### src/hw/rtl/bpnl_pkg.sv
// Shared types and constants for the bound-pruned node list.
// No dependencies.
package bpnl_pkg;

  localparam int DEPTH_DEF = 64;

  typedef enum logic [2:0] {
    FN_PUSH  = 3'd0,
    FN_POP   = 3'd1,
    FN_READ  = 3'd2,
    FN_ERASE = 3'd3,
    FN_PRUNE = 3'd4,
    FN_MIN   = 3'd5,
    FN_CLEAR = 3'd6,
    FN_NOP   = 3'd7
  } func_t;

  typedef enum logic [1:0] {
    ST_OK    = 2'd0,
    ST_FULL  = 2'd1,
    ST_EMPTY = 2'd2,
    ST_RANGE = 2'd3
  } status_t;

  typedef struct packed {
    logic [2:0]         func;
    logic signed [31:0] key;
    logic [15:0]        handle;
    logic [5:0]         index;
  } in_word_t;

  typedef struct packed {
    logic [1:0]         status;
    logic [6:0]         entry_count;
    logic signed [31:0] found_key;
    logic [15:0]        found_handle;
    logic [5:0]         found_index;
    logic [6:0]         removed_count;
  } out_word_t;

  // Controller to datapath commands.
  typedef struct packed {
    logic load;   // capture the input word, start read of slot 0 / target
    logic walk;   // one scan step
    logic finish; // build result word
  } dp_cmd_t;

  // Datapath to controller status.
  typedef struct packed {
    logic scan;      // operation needs a walk over the list
    logic scan_done; // walk at its last step
  } dp_sts_t;

endpackage

### src/hw/rtl/bound_pruned_node_list.sv
// Bound-pruned node list: ordered store of up to DEPTH (key, handle) nodes.
// One input word carries func, key, handle and index; one result word is
// returned for each, with status, entry count, found entry and removed count.
// Both channels are valid/ready; one word is in flight at a time.
// Push, pop, read, clear and unused codes, and find min or erase that fail,
// go from the wait state straight to finish and then to the result state.
// Erase, prune and find min walk the stored entries through the single
// memory read port, one entry per cycle, in the walk state between the
// wait and finish states, ahead of the result state.
// Next word is accepted once the result has been taken.
// Reset empties the list; entry memory keeps its contents, and slots beyond
// the fill count may be read but are never used. A stalled receiver holds
// the result word stable and the block accepts nothing until it is taken.
// Depends on bpnl_pkg, bpnl_ctrl, bpnl_datapath.
module bound_pruned_node_list #(
  parameter int DEPTH = bpnl_pkg::DEPTH_DEF
) (
  input  logic                clk,
  input  logic                rst,
  input  logic                in_valid,
  output logic                in_ready,
  input  bpnl_pkg::in_word_t  in_data,
  output logic                out_valid,
  input  logic                out_ready,
  output bpnl_pkg::out_word_t out_data
);
  import bpnl_pkg::*;

  dp_cmd_t cmd;
  dp_sts_t sts;

  bpnl_ctrl u_ctrl (
    .clk, .rst, .in_valid, .in_ready, .out_valid, .out_ready, .sts, .cmd
  );

  bpnl_datapath #(.DEPTH(DEPTH)) u_dp (
    .clk, .rst, .in_word(in_data), .cmd, .sts, .out_word(out_data)
  );

  a_stable: assert property (@(posedge clk) disable iff (rst)
    out_valid && !out_ready |=> $stable(out_data)) else $error("result changed");
endmodule

### src/hw/rtl/bpnl_datapath.sv
// Datapath: entry memory, fill count, scan pointers and result register.
// Depends on bpnl_pkg.
module bpnl_datapath #(
  parameter int DEPTH = bpnl_pkg::DEPTH_DEF
) (
  input  logic                clk,
  input  logic                rst,
  input  bpnl_pkg::in_word_t  in_word,
  input  bpnl_pkg::dp_cmd_t   cmd,
  output bpnl_pkg::dp_sts_t   sts,
  output bpnl_pkg::out_word_t out_word
);
  import bpnl_pkg::*;

  localparam int AW = $clog2(DEPTH);
  localparam int CW = $clog2(DEPTH + 1);

  logic signed [31:0] key_mem [DEPTH];
  logic [15:0]        hnd_mem [DEPTH];

  in_word_t op;
  logic [CW-1:0] fill_count;
  logic [CW-1:0] rd_ptr, wr_ptr, removed;
  logic signed [31:0] best_key;
  logic [15:0]        best_hnd;
  logic [AW-1:0]      best_idx;
  logic               best_ok;

  // Memory read (registered) and write ports.
  logic [AW-1:0]      rd_addr;
  logic signed [31:0] rd_key;
  logic [15:0]        rd_hnd;
  logic               wr_en;
  logic [AW-1:0]      wr_addr;
  logic signed [31:0] wr_key;
  logic [15:0]        wr_hnd;
  logic               rd_live;
  logic [AW-1:0]      rd_idx;

  // Flags captured at load for single-access operations.
  logic idx_hold_full, pop_ok, read_ok;
  logic signed [31:0] rd_key_hold;
  logic [15:0]        rd_hnd_hold;
  logic               hold_pend;

  logic idx_ok;
  logic erase_ok;
  assign idx_ok   = (32'(in_word.index) < 32'(fill_count));
  assign erase_ok = (32'(op.index) < 32'(fill_count));

  // Scan walks in order: rd_live tags the entry read last cycle.
  logic [CW-1:0] scan_end;
  assign scan_end = fill_count;

  always_comb begin
    sts.scan      = 1'b0;
    sts.scan_done = (rd_ptr == scan_end) && !rd_live;
    case (func_t'(op.func))
      FN_ERASE: sts.scan = erase_ok;
      FN_PRUNE: sts.scan = 1'b1;
      FN_MIN:   sts.scan = (fill_count != '0);
      default:  sts.scan = 1'b0;
    endcase
  end

  // Next read: pop/read target at load, else slot 0 until the walk starts.
  always_comb begin
    rd_addr = cmd.walk ? rd_ptr[AW-1:0] : '0;
    if (cmd.load) begin
      case (func_t'(in_word.func))
        FN_POP:   rd_addr = AW'(fill_count - CW'(1));
        FN_READ:  rd_addr = AW'(in_word.index);
        default:  rd_addr = '0;
      endcase
    end
  end

  always_ff @(posedge clk) begin
    rd_key <= key_mem[rd_addr];
    rd_hnd <= hnd_mem[rd_addr];
    if (wr_en) begin
      key_mem[wr_addr] <= wr_key;
      hnd_mem[wr_addr] <= wr_hnd;
    end
  end

  // Decide what a scanned entry does; a push writes its entry at load.
  logic keep;
  always_comb begin
    wr_en   = 1'b0;
    wr_addr = wr_ptr[AW-1:0];
    wr_key  = rd_key;
    wr_hnd  = rd_hnd;
    keep    = 1'b1;
    if (cmd.load && func_t'(in_word.func) == FN_PUSH && fill_count < CW'(DEPTH)) begin
      wr_en   = 1'b1;
      wr_addr = fill_count[AW-1:0];
      wr_key  = in_word.key;
      wr_hnd  = in_word.handle;
    end else if (cmd.walk && rd_live) begin
      case (func_t'(op.func))
        FN_ERASE: keep = (rd_idx != AW'(op.index));
        FN_PRUNE: keep = (rd_key < $signed(op.key));
        default:  keep = 1'b1;
      endcase
      wr_en = keep && (func_t'(op.func) != FN_MIN);
    end
  end

  always_ff @(posedge clk) begin
    if (rst) begin
      fill_count <= '0;
      rd_live    <= 1'b0;
    end else if (cmd.load) begin
      op      <= in_word;
      rd_ptr  <= CW'(fill_count != '0);
      rd_idx  <= '0;
      rd_live <= (fill_count != '0);
      wr_ptr  <= '0;
      removed <= (func_t'(in_word.func) == FN_CLEAR) ? fill_count : '0;
      best_ok <= 1'b0;
      if (func_t'(in_word.func) == FN_PUSH && fill_count < CW'(DEPTH))
        fill_count <= fill_count + CW'(1);
      if (func_t'(in_word.func) == FN_POP && fill_count != '0)
        fill_count <= fill_count - CW'(1);
      if (func_t'(in_word.func) == FN_CLEAR)
        fill_count <= '0;
    end else if (cmd.walk) begin
      // Advance the read pointer; the last issued read is beyond the list.
      rd_live <= (rd_ptr < fill_count);
      rd_idx  <= rd_ptr[AW-1:0];
      if (rd_ptr < fill_count) rd_ptr <= rd_ptr + CW'(1);
      if (rd_live) begin
        if (wr_en) wr_ptr <= wr_ptr + CW'(1);
        if (!keep) removed <= removed + CW'(1);
        // Ties go to the later index: take on <=.
        if (!best_ok || rd_key <= best_key) begin
          best_key <= rd_key;
          best_hnd <= rd_hnd;
          best_idx <= rd_idx;
          best_ok  <= 1'b1;
        end
      end
    end else if (cmd.finish) begin
      if (func_t'(op.func) == FN_ERASE || func_t'(op.func) == FN_PRUNE)
        fill_count <= (sts.scan) ? wr_ptr : fill_count;
    end
  end

  // Result register; count written back on finish is reported here.
  always_ff @(posedge clk) begin
    if (cmd.finish) begin
      out_word <= '0;
      case (func_t'(op.func))
        FN_PUSH: begin
          out_word.status      <= (idx_hold_full) ? ST_FULL : ST_OK;
          out_word.entry_count <= 7'(fill_count);
        end
        FN_POP: begin
          if (pop_ok) begin
            out_word.found_key     <= rd_key_hold;
            out_word.found_handle  <= rd_hnd_hold;
            out_word.removed_count <= 7'd1;
          end else begin
            out_word.status <= ST_EMPTY;
          end
          out_word.entry_count <= 7'(fill_count);
        end
        FN_READ: begin
          if (read_ok) begin
            out_word.found_key    <= rd_key_hold;
            out_word.found_handle <= rd_hnd_hold;
          end else begin
            out_word.status <= ST_RANGE;
          end
          out_word.entry_count <= 7'(fill_count);
        end
        FN_ERASE: begin
          if (sts.scan) begin
            out_word.removed_count <= 7'd1;
            out_word.entry_count   <= 7'(wr_ptr);
          end else begin
            out_word.status      <= ST_RANGE;
            out_word.entry_count <= 7'(fill_count);
          end
        end
        FN_PRUNE: begin
          out_word.removed_count <= 7'(removed);
          out_word.entry_count   <= 7'(wr_ptr);
        end
        FN_MIN: begin
          if (sts.scan) begin
            out_word.found_key    <= best_key;
            out_word.found_handle <= best_hnd;
            out_word.found_index  <= 6'(best_idx);
          end else begin
            out_word.status <= ST_EMPTY;
          end
          out_word.entry_count <= 7'(fill_count);
        end
        FN_CLEAR: begin
          out_word.removed_count <= 7'(removed);
          out_word.entry_count   <= 7'(fill_count);
        end
        default: out_word.entry_count <= 7'(fill_count);
      endcase
    end
  end

  // Capture flags at load and the single read in the cycle after it.
  always_ff @(posedge clk) begin
    if (cmd.load) begin
      idx_hold_full <= !(fill_count < CW'(DEPTH));
      pop_ok        <= (fill_count != '0);
      read_ok       <= idx_ok;
    end
    hold_pend <= cmd.load;
    if (hold_pend) begin
      rd_key_hold <= rd_key;
      rd_hnd_hold <= rd_hnd;
    end
  end

  a_fill: assert property (@(posedge clk) disable iff (rst) fill_count <= CW'(DEPTH))
    else $error("fill count above depth");
  a_ptr: assert property (@(posedge clk) disable iff (rst) cmd.walk |-> wr_ptr <= rd_ptr)
    else $error("write pointer passed read pointer");
  a_live: assert property (@(posedge clk) disable iff (rst)
    cmd.walk && rd_live |-> CW'(rd_idx) < fill_count)
    else $error("scanned entry beyond fill count");
endmodule

### src/hw/rtl/bpnl_ctrl.sv
// Controller: handshake and sequencing of load, walk and finish.
// Depends on bpnl_pkg.
module bpnl_ctrl (
  input  logic              clk,
  input  logic              rst,
  input  logic              in_valid,
  output logic              in_ready,
  output logic              out_valid,
  input  logic              out_ready,
  input  bpnl_pkg::dp_sts_t sts,
  output bpnl_pkg::dp_cmd_t cmd
);
  import bpnl_pkg::*;

  typedef enum logic [4:0] {
    S_IDLE = 5'b00001,
    S_WAIT = 5'b00010,
    S_WALK = 5'b00100,
    S_FIN  = 5'b01000,
    S_OUT  = 5'b10000
  } state_t;

  state_t state, state_next;

  assign in_ready  = (state == S_IDLE);
  assign out_valid = (state == S_OUT);
  assign cmd.load   = in_ready && in_valid;
  assign cmd.walk   = (state == S_WALK);
  assign cmd.finish = (state == S_FIN);

  // Sequence one word at a time.
  always_comb begin
    state_next = state;
    case (state)
      S_IDLE: if (in_valid) state_next = S_WAIT;
      S_WAIT: state_next = sts.scan ? S_WALK : S_FIN;
      S_WALK: if (sts.scan_done) state_next = S_FIN;
      S_FIN:  state_next = S_OUT;
      S_OUT:  if (out_ready) state_next = S_IDLE;
      default: state_next = S_IDLE;
    endcase
  end

  always_ff @(posedge clk) begin
    if (rst) state <= S_IDLE;
    else     state <= state_next;
  end

  a_hold: assert property (@(posedge clk) disable iff (rst)
    out_valid && !out_ready |=> out_valid) else $error("result dropped");
  a_one: assert property (@(posedge clk) disable iff (rst)
    $onehot({cmd.load, cmd.walk, cmd.finish}) || !(cmd.load || cmd.walk || cmd.finish))
    else $error("commands overlap");
  a_fin: assert property (@(posedge clk) disable iff (rst)
    cmd.finish |=> out_valid) else $error("finish without result");
endmodule

### config.mk
export PLATFORM = sky130hd
export DESIGN_NAME = bound_pruned_node_list
export DESIGN_NICKNAME = d
export VERILOG_FILES = /design/src/hw/rtl/bpnl_pkg.sv /design/src/hw/rtl/bound_pruned_node_list.sv /design/src/hw/rtl/bpnl_datapath.sv /design/src/hw/rtl/bpnl_ctrl.sv
export SDC_FILE = /design/constraint.sdc
export NUM_CORES = 2
export LEC_CHECK = 0
export ABC_AREA = 0
export BUFFER_PORTS_ARGS = -buffer_cell sky130_fd_sc_hd__buf_4
export CAP_MARGIN = 20
export CORE_ASPECT_RATIO = 0.75
export CORE_MARGIN = 2
export CORE_UTILIZATION = 40
export DETAILED_ROUTE_END_ITERATION = 6
export HOLD_SLACK_MARGIN = 0.1
export PLACE_DENSITY_LB_ADDON = 0.15
export SETUP_SLACK_MARGIN = 0.3
export SLEW_MARGIN = 5
export SYNTH_ARGS = -nofsm -noshare
export SYNTH_HDL_FRONTEND = slang
export SYNTH_HIERARCHICAL = 1
export SYNTH_SLANG_ARGS = --single-unit
### constraint.sdc
create_clock -name clk -period 11.77 [get_ports clk]
set_input_delay 0.5885 -clock clk [delete_from_list [all_inputs] [get_ports clk]]
set_output_delay 0.5885 -clock clk [all_outputs]
set_load 0.03 [all_outputs]
==> results.toml <==
[pwr]
p_comb_share_pct = 8.4
peakVddDrop_uv = 116
leakage_nw = 50.5
p_per_area_mw_per_mm2 = 178
power_switching_mw = 6.54
pwr-share-clk_pct = 39.0
power_frac_seq_pct = 52.6
p_int_mw = 20.3
p_sw_share_pct = 24.4

[global_route]
grt_pass1_wl_um = 609000
antenna_found_initial = 16
grt_pass1_vias = 77500
gr-usage-all-layers_pct = 25.2
grt_max_degree = 137
grt_overflow_total = 0

[detailed_routing]
vias_per_cell = 5.87
vias = 81800
wl_um = 434000
initialDrtViolationCount = 10900
remaining_drc_errors = 0
wire_per_inst_um = 31.1
ant_nets = 0
first_pass_iters = 6

[floorplanning]
rows = 183
die_h_um = 503
coreArea_mm2 = 0.331
io_pins = 133
die_w_um = 670
die_area_mm2 = 0.337
initial_core_util_pct = 40.2

[yosys]
synthCells = 9053
syn-cell-area_mm2 = 0.133
yosys_warnings = 6
synthFlopType = "edfxtp_1"
yosysTopAreaCellShare_pct = 74.9
async_reset_ff_share_pct = 0
synthTopCellsByCount = "edfxtp_1, nand2_1, nand3_1"
postSynthAreaPerCell_um2 = 14.7
yosys.cell_count.top_type = "edfxtp_1"
synth_cell_types = 72
synth-seq-area-share_pct = 75.8
synth.top_cells.by_area = "edfxtp_1, nand2_1, mux4_2, nand3_1, a31oi_1"
yosys.area.top_type = "edfxtp_1"
ys_ff_latch = 3378
syn-num-nets = 9199
synth_edf_count = 3316

[critical_path]
required_ns = 12.29
path_class = "reg -> reg"
r2r_slack_ns = 5.49
crit_buf_inv = 3
path_delay_family = "compound AO/OA/AOI/OAI gates"
crit_path_end_kind = "flip-flop"
regToRegStartpoint = "u_dp/rd_key[20]"
cpMostUsedCell = "buf_4"
crit_path_top_delay_cell = "dfxtp_1"
reg2regPathDepth = 13
path_cells = "ha_1 -> nand4_1 -> o211ai_1 -> a31oi_1 -> o41ai_1 -> a211oi_1 -> and4b_1 -> nor2_1 -> buf_4 -> nand3_1 -> a21oi_4 -> buf_4 -> buf_4"
crit_fanout = 26
timing.rr.end = "u_dp/key_mem[57][17]"
crit_path_start_kind = "flip-flop"
crit_arrival_ns = 6.80
slowest_delay_ns = 0.95

[sta]
max_freq_mhz = 159
min_period_over_period_pct = 53.4
fin_setup_tns_ns = 0
hold_viol = 0
skew_ns = 0.0511
tightest_slew_ns = 1.22
finalMaxSlewViolations = 0
rsz0062_at_grt = "no"
finalSetupViolCount = 0
fin_crit_ns = 6.28
relSlewSlack_pct = 18.3

[finish]
syn_to_final_growth_pct = 13.6
nFillCells = 29000
multi_input_area_mm2 = 0.0305
nets = 9372
final_core_util_pct = 45.6
regArea_mm2 = 0.101
drive_gt1_share_pct = 12.5
finalInstanceArea_mm2 = 0.151
instances_no_fill = 13900

[flow_run]
drv_cap = 0

[place]
dp_hpwl_um = 240000
port-buffer-count = 132
place_inst = 13300
place_area_mm2 = 0.140
gp_congestion = 0.836

[clocking]
hold_buffers = 45
clock-sinks = 3378
clock_path_buffers = 4
numCtsBuffers = 332
cts_setup_buffers = 0
post_cts_resized = 0
clk_pin_slew_worst_paths_ns = 0.06
cts_htree_levels = 5
cts_tree = "yes"
cts_root_buf = "clkbuf_16"
clkLatencyLatePin_ns = 0.91

[min_path]
worst_hold_path_type = "in -> reg"
holdPathEnd = "u_dp/hnd_mem[33][3]"
holdCritStartpoint = "in_data[9]"
hold_depth = 3

[status]
status = "finished, final reports clean"
[power by group through the flow]
| stage | Combinational (mW) | Sequential (mW) | Clock [mW] |
|---|---|---|---|
| 2_1_floorplan | 1.10 | 14.3 | 0 |
| 3_3_place_gp | 2.16 | 14.4 | 0 |
| 3_5_place_dp | 2.21 | 14.4 | 0 |
| 4_1_cts | 2.23 | 14.1 | 10.6 |
| 5_1_grt | 2.37 | 14.1 | 11.1 |
| 6_report | 2.24 | 14.1 | 10.5 |
[routing by layer]
| layer | wire length, um | track usage (%) | vias to the layer above |
|---|---|---|---|
| li1 | - | - | 34600 |
| met1 | 192000 | 37.8 | 42800 |
| met2 | 192000 | 38.1 | 3800 |
| met3 | 35500 | 3.79 | 556 |
| met4 | 14300 | 7.84 | 2 |
| met5 | 13 | 0 | - |
[worst reg2reg max path, stage by stage, from the launching register on]
cell and delay [ns]:
dfxtp_1 0.95, ha_1 0.30, nand4_1 0.14, o211ai_1 0.20, a31oi_1 0.08, o41ai_1 0.61, a211oi_1 0.16, and4b_1 0.38
nor2_1 0.15, buf_4 0.21, nand3_1 0.68, a21oi_4 0.86, buf_4 0.53, buf_4 0.62
[sequential cells by signal (all words and copies together), names as in the netlist, 16 cells and up]
| register | flops |
|---|---|
| u_dp/key_mem | 2048 |
| u_dp/hnd_mem | 1024 |
| u_dp/out_word | 70 |
| u_dp/op | 41 |
| u_dp/best_key | 32 |
| u_dp/rd_key | 32 |
| u_dp/rd_key_hold | 32 |
| u_dp/best_hnd | 16 |
| u_dp/rd_hnd | 16 |
| u_dp/rd_hnd_hold | 16 |
[cell usage in the layout, fill, tap and decap left out, drive strengths merged, types with 94 or more instances in the layout]
master / instances
a21oi: 133
a31oi: 273
and3: 239
buf: 355
clkbuf: 465
clkinv: 108
edfxtp: 3316
inv: 94
mux4: 222
nand2: 2437
nand3: 787
nand4: 103
[kinds of logic (layout without fill, tap and decap cells)]
group / after synthesis / after routing / share of synthesized area [%]
other: 0 / 4 / 0
buffers and inverters: 647 / 1092 / 2.16
flip-flops: 3378 / 3378 / 75.8
XOR/XNOR: 23 / 23 / 0.151
multiplexers: 239 / 239 / 3.89
adder cells (fa/ha/maj): 85 / 85 / 0.800
AO/OA/AOI/OAI: 945 / 945 / 5.05
AND/OR/NAND/NOR: 3736 / 3736 / 12.2
[worst max path at each step]
stage          cells after the start                    to               from
3_5_place_dp                      12  u_dp/key_mem[13][16]    u_dp/rd_key[21]
6_report                          13  u_dp/key_mem[57][17]    u_dp/rd_key[20]
5_1_grt                           12   u_dp/key_mem[9][24]    u_dp/rd_key[21]
3_3_place_gp                      12  u_dp/key_mem[13][16]    u_dp/rd_key[21]
2_1_floorplan                      8      u_dp/best_hnd[0]  u_dp/best_key[31]
4_1_cts                           12  u_dp/key_mem[13][22]    u_dp/rd_key[21]
[final cells by class]
type	count	area share (%)
clock buffer	462	6.07
antenna	4	0.00662
tap	4440	3.68
multi-input combinational	5028	20.2
inverter	83	0.206
timing repair buffer	403	2.34
clock inverter	144	0.842
sequential	3378	66.7
[through the flow]
stage	hold WS (ns)	worst slack (ns)	total power [mW]
2_1_floorplan	0.425	5.17	15.4
3_3_place_gp	0.472	5.63	16.5
3_5_place_dp	0.474	5.60	16.6
4_1_cts	0.353	5.60	27.0
5_1_grt	0.295	5.33	27.5
6_report	0.314	5.49	26.8
(Power assumes the default switching activity.)
